### src/hdl/mrr_pkg.sv
// ----------------------------------------------------------------------------
// Modbus RTU response receiver package
// Item types, kind and status codes, and the CRC-16/Modbus byte fold.
// ----------------------------------------------------------------------------
package mrr_pkg;

    typedef enum logic [1:0] {
        KIND_START = 2'd0,
        KIND_BYTE  = 2'd1,
        KIND_TICK  = 2'd2
    } t_kind;

    localparam logic [1:0] ST_OK        = 2'd0;
    localparam logic [1:0] ST_NO_RESP   = 2'd1;
    localparam logic [1:0] ST_EXCEPTION = 2'd2;
    localparam logic [1:0] ST_CRC_ERR   = 2'd3;

    localparam logic OUT_WORD   = 1'b0;
    localparam logic OUT_STATUS = 1'b1;

    localparam logic [15:0] CRC_INIT     = 16'hFFFF;
    localparam logic [15:0] CRC_POLY     = 16'hA001;
    localparam logic [15:0] TIMEOUT_RST  = 16'd1000;
    localparam logic [6:0]  MAX_REGS     = 7'd125;
    localparam logic [7:0]  HDR_BYTES    = 8'd5;
    localparam logic [4:0]  SILENCE_MAX  = 5'd31;

    typedef struct packed {
        logic [1:0] kind;
        logic [6:0] expected_regs;
        logic [7:0] rx_byte;
    } t_in_item;

    typedef struct packed {
        logic        out_kind;
        logic [15:0] reg_value;
        logic [6:0]  reg_index;
        logic [1:0]  status;
        logic        last;
    } t_out_item;

    // Handshake between the output stage and the frame logic
    typedef struct packed {
        logic go;       // frame logic consumes the held item this cycle
        logic res_vld;  // the consumed item yields a result
    } t_step_ctl;

    function automatic logic [15:0] crc16_fold(input logic [15:0] crc,
                                               input logic [7:0]  b);
        logic [15:0] c;
        c = crc ^ {8'h00, b};
        for (int i = 0; i < 8; i++) begin
            if (c[0]) begin
                c = (c >> 1) ^ CRC_POLY;
            end else begin
                c = c >> 1;
            end
        end
        return c;
    endfunction

endpackage

### src/hdl/mrr_in_reg.sv
// ----------------------------------------------------------------------------
// Input register
// Holds one accepted item until the frame logic consumes it.
// ----------------------------------------------------------------------------
module mrr_in_reg
    import mrr_pkg::*;
(
    input  logic     i_clk,
    input  logic     i_rst_n,
    input  logic     i_in_valid,
    output logic     o_in_ready,
    input  t_in_item i_in_item,
    input  logic     i_take,
    output logic     o_valid,
    output t_in_item o_item
);

    logic     r_valid;
    t_in_item r_item;

    assign o_in_ready = !r_valid || i_take;
    assign o_valid    = r_valid;
    assign o_item     = r_item;

    always_ff @(posedge i_clk) begin
        if (!i_rst_n) begin
            r_valid <= 1'b0;
        end else if (o_in_ready) begin
            r_valid <= i_in_valid;
        end
    end

    always_ff @(posedge i_clk) begin
        if (i_in_valid && o_in_ready) begin
            r_item <= i_in_item;
        end
    end

endmodule

### src/hdl/mrr_frame.sv
// ----------------------------------------------------------------------------
// Frame tracker
// Applies one item to the frame state: byte count, lagging CRC, word
// assembly, millisecond timers and the end-of-frame status.
// ----------------------------------------------------------------------------
module mrr_frame
    import mrr_pkg::*;
#(
    parameter int FRAME_BYTES = 256,
    parameter int GAP_MS      = 10
) (
    input  logic        i_clk,
    input  logic        i_rst_n,
    input  logic        i_cfg_we,
    input  logic [15:0] i_cfg_wdata,
    input  logic        i_go,
    input  t_in_item    i_item,
    output t_step_ctl   o_ctl,
    output t_out_item   o_res
);

    localparam int CW   = $clog2(FRAME_BYTES + 1);
    localparam int CMPW = (CW > 9) ? CW : 9;

    logic [15:0]   r_timeout;
    logic          r_waiting;
    logic [CW-1:0] r_count;
    logic [15:0]   r_crc;
    logic [15:0]   r_held;
    logic          r_exc;
    logic [7:0]    r_plen;
    logic [7:0]    r_hi;
    logic [7:0]    r_exp;
    logic [15:0]   r_elapsed;
    logic [4:0]    r_silence;

    logic          n_waiting;
    logic [CW-1:0] n_count;
    logic [15:0]   n_crc;
    logic [15:0]   n_held;
    logic          n_exc;
    logic [7:0]    n_plen;
    logic [7:0]    n_hi;
    logic [7:0]    n_exp;
    logic [15:0]   n_elapsed;
    logic [4:0]    n_silence;

    logic            res_vld;
    t_out_item       res;
    logic [CMPW-1:0] cnt_ext;
    logic [6:0]      regs_sat;
    logic [1:0]      end_status;

    assign cnt_ext  = CMPW'(r_count);
    assign regs_sat = (i_item.expected_regs > MAX_REGS) ? MAX_REGS : i_item.expected_regs;

    always_comb begin
        if (r_count == '0) begin
            end_status = ST_NO_RESP;
        end else if (r_exc) begin
            end_status = ST_EXCEPTION;
        end else if (r_count == CW'(1)) begin
            end_status = ST_CRC_ERR;
        end else if ({r_held[7:0], r_held[15:8]} == r_crc) begin
            end_status = ST_OK;
        end else begin
            end_status = ST_CRC_ERR;
        end
    end

    always_comb begin
        n_waiting = r_waiting;
        n_count   = r_count;
        n_crc     = r_crc;
        n_held    = r_held;
        n_exc     = r_exc;
        n_plen    = r_plen;
        n_hi      = r_hi;
        n_exp     = r_exp;
        n_elapsed = r_elapsed;
        n_silence = r_silence;
        res_vld   = 1'b0;
        res       = '0;

        case (i_item.kind)
            KIND_START: begin
                n_waiting = 1'b1;
                n_count   = '0;
                n_crc     = CRC_INIT;
                n_held    = '0;
                n_exc     = 1'b0;
                n_plen    = '0;
                n_hi      = '0;
                n_exp     = HDR_BYTES + {regs_sat, 1'b0};
                n_elapsed = '0;
                n_silence = '0;
            end
            KIND_BYTE: begin
                // drop bytes while idle or beyond the frame buffer
                if (r_waiting && r_count < CW'(FRAME_BYTES)) begin
                    if (cnt_ext >= CMPW'(2)) begin
                        n_crc = crc16_fold(r_crc, r_held[15:8]);
                    end
                    n_held = {r_held[7:0], i_item.rx_byte};
                    if (r_count == CW'(1)) begin
                        n_exc = i_item.rx_byte[7];
                    end
                    if (r_count == CW'(2)) begin
                        n_plen = i_item.rx_byte;
                    end
                    if (cnt_ext >= CMPW'(3) && r_count[0]) begin
                        n_hi = i_item.rx_byte;
                    end
                    if (cnt_ext >= CMPW'(4) && !r_count[0]
                        && (cnt_ext - CMPW'(4)) < CMPW'(r_plen)
                        && (cnt_ext + CMPW'(1)) < CMPW'(r_exp)) begin
                        res_vld       = 1'b1;
                        res.out_kind  = OUT_WORD;
                        res.reg_value = {r_hi, i_item.rx_byte};
                        res.reg_index = 7'((cnt_ext - CMPW'(4)) >> 1);
                    end
                    n_count   = r_count + CW'(1);
                    n_silence = '0;
                end
            end
            KIND_TICK: begin
                if (r_waiting) begin
                    if (r_elapsed != 16'hFFFF) begin
                        n_elapsed = r_elapsed + 16'd1;
                    end
                    if (r_silence != SILENCE_MAX) begin
                        n_silence = r_silence + 5'd1;
                    end
                    if ((cnt_ext >= CMPW'(r_exp) && n_silence > 5'(GAP_MS))
                        || n_elapsed >= r_timeout) begin
                        res_vld    = 1'b1;
                        res.out_kind = OUT_STATUS;
                        res.status = end_status;
                        res.last   = 1'b1;
                        n_waiting  = 1'b0;
                    end
                end
            end
            default: begin
            end
        endcase
    end

    assign o_ctl.go      = i_go;
    assign o_ctl.res_vld = i_go && res_vld;
    assign o_res         = res;

    always_ff @(posedge i_clk) begin
        if (!i_rst_n) begin
            r_timeout <= TIMEOUT_RST;
        end else if (i_cfg_we) begin
            r_timeout <= i_cfg_wdata;
        end
    end

    always_ff @(posedge i_clk) begin
        if (!i_rst_n) begin
            r_waiting <= 1'b0;
            r_count   <= '0;
            r_crc     <= CRC_INIT;
            r_held    <= '0;
            r_exc     <= 1'b0;
            r_plen    <= '0;
            r_hi      <= '0;
            r_exp     <= HDR_BYTES;
            r_elapsed <= '0;
            r_silence <= '0;
        end else if (i_go) begin
            r_waiting <= n_waiting;
            r_count   <= n_count;
            r_crc     <= n_crc;
            r_held    <= n_held;
            r_exc     <= n_exc;
            r_plen    <= n_plen;
            r_hi      <= n_hi;
            r_exp     <= n_exp;
            r_elapsed <= n_elapsed;
            r_silence <= n_silence;
        end
    end

endmodule

### src/hdl/mrr_out_reg.sv
// ----------------------------------------------------------------------------
// Result register
// Holds one result item until the consumer takes it.
// ----------------------------------------------------------------------------
module mrr_out_reg
    import mrr_pkg::*;
(
    input  logic      i_clk,
    input  logic      i_rst_n,
    input  t_step_ctl i_ctl,
    input  t_out_item i_res,
    output logic      o_free,
    output logic      o_out_valid,
    input  logic      i_out_ready,
    output t_out_item o_out_item
);

    logic      r_valid;
    t_out_item r_item;

    assign o_free      = !r_valid || i_out_ready;
    assign o_out_valid = r_valid;
    assign o_out_item  = r_item;

    always_ff @(posedge i_clk) begin
        if (!i_rst_n) begin
            r_valid <= 1'b0;
        end else if (i_ctl.res_vld) begin
            r_valid <= 1'b1;
        end else if (i_out_ready) begin
            r_valid <= 1'b0;
        end
    end

    always_ff @(posedge i_clk) begin
        if (i_ctl.res_vld) begin
            r_item <= i_res;
        end
    end

endmodule

### src/hdl/modbus_rtu_response_receiver_core.sv
// ----------------------------------------------------------------------------
// Modbus RTU read-registers response receiver
// Input channel (i_in_valid/o_in_ready) carries start, byte and 1 ms tick
// items; output channel (o_out_valid/i_out_ready) carries register words
// and one final status item per frame. Status 0 ok, 1 no reply, 2
// exception reply, 3 CRC or length error; drop the words of a frame whose
// status is not ok. i_cfg_we writes the response timeout in ms; write it
// only while no item is in flight.
// An accepted item waits in the input register until the result register
// is free; the frame logic then writes any result into that register.
// Throughput: one item per cycle while the result register is free; the
// bytewise CRC fold and the word and status logic sit in the single
// stage between the two registers. Reset (synchronous, active low) empties
// both registers, ends any frame and sets the timeout to 1000 ms. With a
// result pending and the consumer stalled, the input register takes at
// most one more item, then o_in_ready stays low until the result is taken.
// ----------------------------------------------------------------------------
module modbus_rtu_response_receiver_core
    import mrr_pkg::*;
#(
    parameter int FRAME_BYTES = 256,
    parameter int GAP_MS      = 10
) (
    input  logic        i_clk,
    input  logic        i_rst_n,
    input  logic        i_cfg_we,
    input  logic [15:0] i_cfg_wdata,
    input  logic        i_in_valid,
    output logic        o_in_ready,
    input  t_in_item    i_in_item,
    output logic        o_out_valid,
    input  logic        i_out_ready,
    output t_out_item   o_out_item
);

    logic      held_vld;
    t_in_item  held_item;
    logic      out_free;
    logic      go;
    t_step_ctl ctl;
    t_out_item res;

    // advance the held item only when the result register can take its result
    assign go = held_vld && out_free;

    mrr_in_reg u_in_reg (
        .i_clk      (i_clk),
        .i_rst_n    (i_rst_n),
        .i_in_valid (i_in_valid),
        .o_in_ready (o_in_ready),
        .i_in_item  (i_in_item),
        .i_take     (go),
        .o_valid    (held_vld),
        .o_item     (held_item)
    );

    mrr_frame #(
        .FRAME_BYTES (FRAME_BYTES),
        .GAP_MS      (GAP_MS)
    ) u_frame (
        .i_clk       (i_clk),
        .i_rst_n     (i_rst_n),
        .i_cfg_we    (i_cfg_we),
        .i_cfg_wdata (i_cfg_wdata),
        .i_go        (go),
        .i_item      (held_item),
        .o_ctl       (ctl),
        .o_res       (res)
    );

    mrr_out_reg u_out_reg (
        .i_clk       (i_clk),
        .i_rst_n     (i_rst_n),
        .i_ctl       (ctl),
        .i_res       (res),
        .o_free      (out_free),
        .o_out_valid (o_out_valid),
        .i_out_ready (i_out_ready),
        .o_out_item  (o_out_item)
    );

endmodule
### config.mk
export PLATFORM = sky130hd
export DESIGN_NAME = modbus_rtu_response_receiver_core
export DESIGN_NICKNAME = d
export VERILOG_FILES = /design/src/hdl/mrr_pkg.sv /design/src/hdl/mrr_in_reg.sv /design/src/hdl/mrr_frame.sv /design/src/hdl/mrr_out_reg.sv /design/src/hdl/modbus_rtu_response_receiver_core.sv
export SDC_FILE = /design/constraint.sdc
export NUM_CORES = 1
export LEC_CHECK = 0
export ABC_AREA = 1
export BUFFER_PORTS_ARGS = -buffer_cell sky130_fd_sc_hd__buf_2
export CAP_MARGIN = 25
export CELL_PAD_IN_SITES_DETAIL_PLACEMENT = 0
export CELL_PAD_IN_SITES_GLOBAL_PLACEMENT = 1
export CORE_ASPECT_RATIO = 0.75
export CORE_MARGIN = 2
export CORE_UTILIZATION = 45
export DETAILED_ROUTE_END_ITERATION = 8
export GPL_TIMING_DRIVEN = 0
export PLACE_DENSITY = 0.81
export REMOVE_ABC_BUFFERS = 1
export SLEW_MARGIN = 20
export SYNTH_ARGS = -nofsm -noshare
export SYNTH_HDL_FRONTEND = slang
export SYNTH_SLANG_ARGS = --single-unit
### constraint.sdc
create_clock -name i_clk -period 4.8 [get_ports i_clk]
set_clock_uncertainty 0.2 [all_clocks]
set_input_delay 0.24 -clock i_clk [delete_from_list [all_inputs] [get_ports i_clk]]
set_output_delay 0.24 -clock i_clk [all_outputs]
set_load 0.01 [all_outputs]
# ---- Yosys cells after proc, flatten, opt, wreduce, memory -nomap -nowiden
# Cells that the tools add are included.
dict set report totals {
  regBits 150
  word_cells 169
}
dict set report classes {
  addsub 5
  order_cmp 10
  n_eq_ne 13
  mux 73
  n_bitwise 12
  n_reduce_logical 34
}
# op n
set op_table {}
lappend op_table {{$mux 16} 36}
lappend op_table {{$pmux 16 s2} 3}
lappend op_table {{$mux 8} 4}
lappend op_table {{$pmux 8 s2} 2}
lappend op_table {{$mux 5} 5}
lappend op_table {{$not 2->3} 8}
lappend op_table {{$reduce_and 4->1} 5}
lappend op_table {{$ge 9x2->1 const B} 2}
lappend op_table {{$lt 9x8->1} 2}
lappend op_table {{$pmux 9 s2} 1}
lappend op_table {{$add 16x1->16 const B} 1}
lappend op_table {{$eq 16x16->1} 1}
lappend op_table {{$ge 16x16->1} 1}
lappend op_table {{$ne 16x16->1 const B} 1}
lappend op_table {{$xor 16x8->16} 1}
lappend op_table {{$pmux 5 s3} 1}
lappend op_table {{$mux 1} 12}
lappend op_table {{$ne 2x1->1 const B} 6}
lappend op_table {{$reduce_and 3->1} 4}
lappend op_table {{$add 9x1->9 const B} 1}
lappend op_table {{$eq 9x1->1 const B} 1}
lappend op_table {{$eq 9x2->1 const B} 1}
lappend op_table {{$ge 9x3->1 const B} 1}
lappend op_table {{$ge 9x8->1} 1}
lappend op_table {{23 further kinds} 46}

# ---- Depth between registers and ports, before layout
# Gate-level depths: netlist (run 1).
dict set report depth {
  depth_word 41
  ltp_mapped 22
}

# ---- Cells and area by module
# Synthesis (run 1) repeated with hierarchy kept, for this count alone.
dict set report unflattened {
  cells_unflattened 990
  area_unflattened_um2 7872.6
}
# mod instances cells_each area_each_um2 seq_area_each_um2
set modules_own_cells {}
lappend modules_own_cells {mrr_frame 1 931 6446.2 2062.0}
lappend modules_own_cells {mrr_out_reg 1 33 857.1 830.8}
lappend modules_own_cells {mrr_in_reg 1 24 561.8 530.5}
lappend modules_own_cells {modbus_rtu_response_receiver_core 1 2 7.5 0.0}

# ---- Least setup slack after synthesis (run 1)
# No wires, ideal clock.
dict set report synth_path {
  kind {flip-flop to flip-flop}
  start {register u_frame.r_elapsed[2]}
  end {register u_out_reg.r_item, in the netlist u_out_reg.o_out_item[0] (enable)}
  arrival_time_ns 2.919
  path_slack_ns 1.299
  stages_incl_launch_ff 19
  path_cell_list {dfxtp_1 -> nand3_2 -> nor3b_2 -> nand2_2 -> nor2_4 -> nand3_2 -> o31a_2 -> ha_1 -> nand2_1 -> inv_1 -> nand3_1 -> nor2_1 -> and3_1 -> nor2_1 -> nand2_1 -> nand2_1 -> nand2_1 -> nand2_1 -> inv_1}
}
# item line_no
set synth_lines {}
lappend synth_lines {{from (decl)} mrr_frame.sv:34} ;# logic [15:0] r_elapsed;
lappend synth_lines {{from (signal assigned)} mrr_frame.sv:182} ;# r_elapsed <= n_elapsed;
lappend synth_lines {{to (signal assigned)} mrr_out_reg.sv:37} ;# r_item <= i_res;
lappend synth_lines {{to (decl)} mrr_out_reg.sv:19} ;# t_out_item r_item;

==> impl_metrics.ini, run 1 <==
[pwr]
power_density_mw_per_mm2 = 310
total_power_w = 0.00283
vdd_ir_drop_max_uv = 261
static-leakage-power_nw = 3.91

[cts]
clockBufferDepth = 2
clock-root-buffer = clkbuf_16
cts_max_level = 4
clock_sink_count = 149
clk_latency_ps = 430
cts_tree = done
numCtsBuffers = 17
path_clk_slew_ps = 70

[routing]
drtIter0Drc = 475
vias_per_cell = 4.95
drt-total-wl_um = 17700
drcViolationCount = 0
ant_nets = 0
vias = 6351
wl_per_cell_um = 13.8
dr.pass1.iters = 5

[synth]
yosysWarnings = 0
synth_cells = 960
synth_area_leader_cell = dfxtp_1
syn_area_per_cell_sq_um = 8.02
yosysSeqAreaShare = 0.445
synth.most_common_cell = nand2_1
synth_cell_types = 50
synth_commonest_cells = nand2_1, inv_1, a21oi_1, dfxtp_1, o21ai_0
synthFlopType = dfxtp_1
synth_edf_count = 44
ys_ff_latch = 149
async_flop_share = 0
syn_area_sq_mm = 0.00770
yosys-top-cells-area = dfxtp_1, edfxtp_1, nand2_1
post-synth-top-area-fraction = 0.273

[job]
cap_violations = 0

[global_route]
grt_pass1_vias = 5839
grt_first_pass_wirelength_um = 28900
grt_usage = 0.204
grt_remaining_overflow = 0
grt_max_degree = 60
antenna_found_initial = 0

[placed_design]
hpwl_um = 12300
place.port_buffers = 66
dp_cells = 1211
gp_congestion = 0.852

[critical_path]
crit_path_max_fanout = 19
critPathMostFrequentCell = nand2_1
required_ps = 4730
r2r_slack_ps = 470
critical_path.top_delay_family = simple AND/OR/NAND/NOR gates
slowest_stage = dfxtp_1
cp.arrival_ps = 4260
cp_slowest_stage_delay_ps = 390
crit_path_cell_trace = ha_1 -> nand3_1 -> nor3_1 -> nand4_1 -> nand4_1 -> xnor2_1 -> ha_1 -> nand2_1 -> inv_1 -> nand3_1 -> nor2_1 -> and3_1 -> nor2_1 -> nand2_1 -> nand2_1 -> nand2_1 -> nand2_1 -> inv_1 -> buf_8
startpoint_type = flop
cp.buffers_inverters = 3
critPathKind = flop to flop
cp-end-kind = flop

[sta]
final_hold_viol_count = 0
setup_viol_count_final = 0
fin_crit_sh = 0.902
max_freq_mhz = 231
max_slew_margin = 0.375
slew_violations = 0
timing.setup.tns_ps = 0
rsz0062_at_grt = false
tightest_slew_ps = 935
period_needed_ps = 4330

[hold_path]
hp-class = input pin to flop

[floorplan]
die_x_um = 155
die_height_um = 117
initial_core_util = 0.459
rows = 41
core_area_sq_mm = 0.0168
die_area_sq_mm = 0.0182
pin_count = 67

[layout]
area_growth_syn_to_layout_pct = 18.9
num_antenna_cells = 0
layout.cells.non_filler = 1283
final_util = 0.545
layout.nets = 1150
drive_gt1_frac = 0.124
nFillCells = 1586

[outcome]
status = complete, no violations
-- repair_timing --
item / in CTS / in global routing
setup buffers: 0 / 0
hold endpoints to repair: 35 / 0
gates resized for setup: 0 / 0
hold buffers: 41 / 0
-- power by group --
| group | internal (W) | switching, W |
|---|---|---|
| sequential | 0.00133 | 0.0000238 |
| clock | 0.000678 | 0.000572 |
| combinational | 0.0000898 | 0.000138 |
| total | 0.00210 | 0.000733 |
-- cells by family (layout without fill, tap and decap cells) --
family                     after synthesis  in the layout  synth area share
buffers and inverters                  162            270            0.0832
and+or+nand+nor                        363            363             0.203
adders and majority gates               56             56            0.0910
xor gates and xnor gates                37             37            0.0440
AOI/OAI and AO/OA                      193            193             0.135
DFF                                    149            149             0.445
-- layout by cell type (no fill, tap or decap), types with 11 or more instances in the layout --
master / count
a21oi_1: 105
buf_2: 66
clkbuf_16: 17
dfxtp_1: 105
dlygate4sd3_1: 41
edfxtp_1: 44
ha_1: 56
inv_1: 122
nand2_1: 219
nand3_1: 42
nand4_1: 11
nor2_1: 59
o21ai_0: 68
xnor2_1: 11
xor2_1: 24
-- worst paths after layout --
check | start | endpoint | depth (start not counted)
setup / recovery | u_frame.r_elapsed[1] | u_out_reg.o_out_item[16] | 19
hold / removal | i_cfg_we | u_frame.r_timeout[9] | 2
setup reg to reg | u_frame.r_elapsed[1] | u_out_reg.o_out_item[16] | 19
hold reg to reg | u_frame.r_exp[2] | u_frame.r_exp[2] | 2
-- per-layer routing --
metal	vias up	GRT usage	share of wire
li1	3336	-	-
met1	2894	0.299	0.55
met2	102	0.306	0.41
met3	19	0.0365	0.030
met4	0	0.0667	0.012
met5	-	0	0
-- per-stage QoR --
step	hold slack [ps]	setup slack, ps	instance area, sq um
after floorplan	124	1280	7540
after global placement	216	186	8140
after global routing	45.2	138	9150
final	34.3	468	9150
after detailed placement	218	491	8190
after CTS	14.0	477	9150
-- flip-flops by register name, indices dropped and copies added, names as in the netlist, 5 cells and up --
name / cells
u_frame.r_hi: 8
u_out_reg.o_out_item: 27
u_frame.r_crc: 16
u_frame.r_plen: 8
u_in_reg.o_item: 17
u_frame.r_exp: 7
u_frame.r_timeout: 16
u_frame.cnt_ext: 9
u_frame.r_silence: 5
u_frame.r_held: 16
u_frame.r_elapsed: 16
-- cell type report --
cell class	count	area, sq um	share of cell area
clock inverters	13	118	0.0129
clock buffers	18	429	0.0469
well taps	215	269	0.0294
inverters	129	487	0.0532
flip-flops and latches	149	3420	0.374
repair buffers	110	782	0.0855
multi-input cells	649	3640	0.398
(Power assumes the default switching activity.)
==> run 2, diff against run 1 <==
- CORE_UTILIZATION: 45 -> 46
- CTS_BUF_LIST: default -> sky130_fd_sc_hd__clkbuf_2
- PLACE_DENSITY: 0.81 -> 0.83
==> impl_metrics.ini, run 2 (same netlist as run 1, synthesis figures left out) <==
[placed_design]
hpwl_um = 12000
gp_congestion = 0.853
dpl_cell_area_sq_mm = 0.00817
place.port_buffers = 66

[cts]
postCtsSetupRepairBufs = 0
path_clk_slew_ps = 250
cts_max_level = 4
clk_latency_ps = 770
numCtsBuffers = 17
clockBufferDepth = 2
cts_tree = done
clock-root-buffer = clkbuf_2
clock_sink_count = 149

[critical_path]
cp_slowest_stage_delay_ps = 460
crit_path_cell_trace = ha_1 -> nand3_1 -> nor3_2 -> nand4_1 -> nand3_1 -> xnor2_1 -> ha_1 -> nand2_1 -> nor2_1 -> nor3_1 -> nand2_1 -> nand2_1 -> nand2_1 -> nor2_1 -> nand2_1 -> nand2_1 -> nand2_1 -> nand2_1 -> clkinv_1 -> buf_16
cp-end-kind = flop
crit_path_max_fanout = 21
critical_path.top_delay_family = simple AND/OR/NAND/NOR gates
required_ps = 5150
cp.arrival_ps = 4610
cp.buffers_inverters = 2
startpoint_type = flop
critPathMostFrequentCell = nand2_1
critPathKind = flop to flop
slowest_stage = dfxtp_1

[outcome]
status = complete, no violations

[hold_path]
hp-class = input pin to flop

[sta]
final_hold_viol_count = 0
timing.setup.tns_ps = 0
period_needed_ps = 4260
max_freq_mhz = 235
setup_viol_count_final = 0
rsz0062_at_grt = false
max_slew_margin = 0.382
fin_crit_sh = 0.888
slew_violations = 0
tightest_slew_ps = 927

[routing]
wl_met3_um = 765
dr.pass1.iters = 5
drcViolationCount = 0
vias = 6512
drtIter0Drc = 469
vias_per_cell = 4.89
ant_nets = 0
wl_met1_um = 9560
wl_per_cell_um = 13.6
drt-total-wl_um = 18100
wl_met2_um = 7680
top_layer = met4

[layout]
final_util = 0.581
drive_gt1_frac = 0.120
nFillCells = 1521
largest_reg_flops = 27
layout_common_cells = nand2_1, inv_1, a21oi_1, dfxtp_1, dlygate4sd3_1
layout.nets = 1203
stdcell_area_sq_mm = 0.00941
num_antenna_cells = 0
area_growth_syn_to_layout_pct = 22.3
final_common_cell = nand2_1

[global_route]
grt_max_degree = 60
antenna_found_initial = 0
grt_usage = 0.213
grt_pass1_vias = 6189
grt_first_pass_wirelength_um = 30400
grt_remaining_overflow = 0

[floorplan]
rows = 40
die_x_um = 153
die_area_sq_mm = 0.0178
pin_count = 67
core_area_sq_mm = 0.0162
initial_core_util = 0.475
die_height_um = 116

[pwr]
static-leakage-power_nw = 4.02
power_density_mw_per_mm2 = 257
vdd_ir_drop_max_uv = 194

[job]
cap_violations = 0
-- run 2: path summary, 6_finish.rpt --
path                            cells past startpoint                  from                 endpoint  slack, ps
worst max-delay path                               20  u_frame.r_elapsed[0]  u_out_reg.o_out_item[7]        540
worst min-delay path                                5           i_out_ready    u_out_reg.o_out_valid         60
worst max register to register                     20  u_frame.r_elapsed[0]  u_out_reg.o_out_item[7]        540
worst min register to register                      2     u_frame.r_plen[7]        u_frame.r_plen[7]        290
-- run 2: timing repair --
action / CTS / global route
hold buffers: 94 / 0
setup endpoints to repair: 0 / 21
endpoints found under the hold margin: 82 / 0
gates resized for setup: 0 / 1
-- run 2: area by class of cell --
cell class | count | area [sq um] | share of cell area
Inverter | 129 | 487 | 0.0517
Sequential cell | 149 | 3420 | 0.364
Clock inverter | 15 | 188 | 0.0199
Timing Repair Buffer | 163 | 1320 | 0.140
Clock buffer | 17 | 85.1 | 0.00904
Multi-Input combinational cell | 649 | 3650 | 0.387
Tap cell | 210 | 263 | 0.0279
-- run 2: layer usage --
layer | vias up | global-route usage
met5 | - | 0
met4 | 0 | 0.0385
met3 | 9 | 0.0479
met2 | 110 | 0.329
met1 | 2954 | 0.312
li1 | 3439 | -
-- run 2: worst reg2reg max path, cell delays in order, from the launching register on --
cell,delay [ps]
dfxtp_1,460
ha_1,270
nand3_1,180
nor3_2,240
nand4_1,300
nand3_1,220
xnor2_1,180
ha_1,280
nand2_1,90
nor2_1,50
nor3_1,160
nand2_1,130
nand2_1,80
nand2_1,40
nor2_1,130
nand2_1,90
nand2_1,140
nand2_1,70
nand2_1,150
clkinv_1,320
buf_16,290
-- run 2: power breakdown --
group | switching, W | internal, W | leakage (nW)
clock | 0.000528 | 0.000264 | 0.152
sequential | 0.0000251 | 0.00133 | 1.21
combinational | 0.000143 | 0.000122 | 2.66
total | 0.000696 | 0.00172 | 4.02
-- run 2: stage by stage --
stage | instances | worst slack, ps | power (W) | hold slack (ps)
after CTS | 1331 | 211 | 0.00242 | 38.4
after detailed placement | 1205 | 258 | 0.00158 | 218
after global routing | 1332 | 96.9 | 0.00253 | 50.8
after global placement | 1203 | 274 | 0.00158 | 217
after floorplan | 927 | 1280 | 0.00151 | 124
final | 1332 | 540 | 0.00242 | 57.2
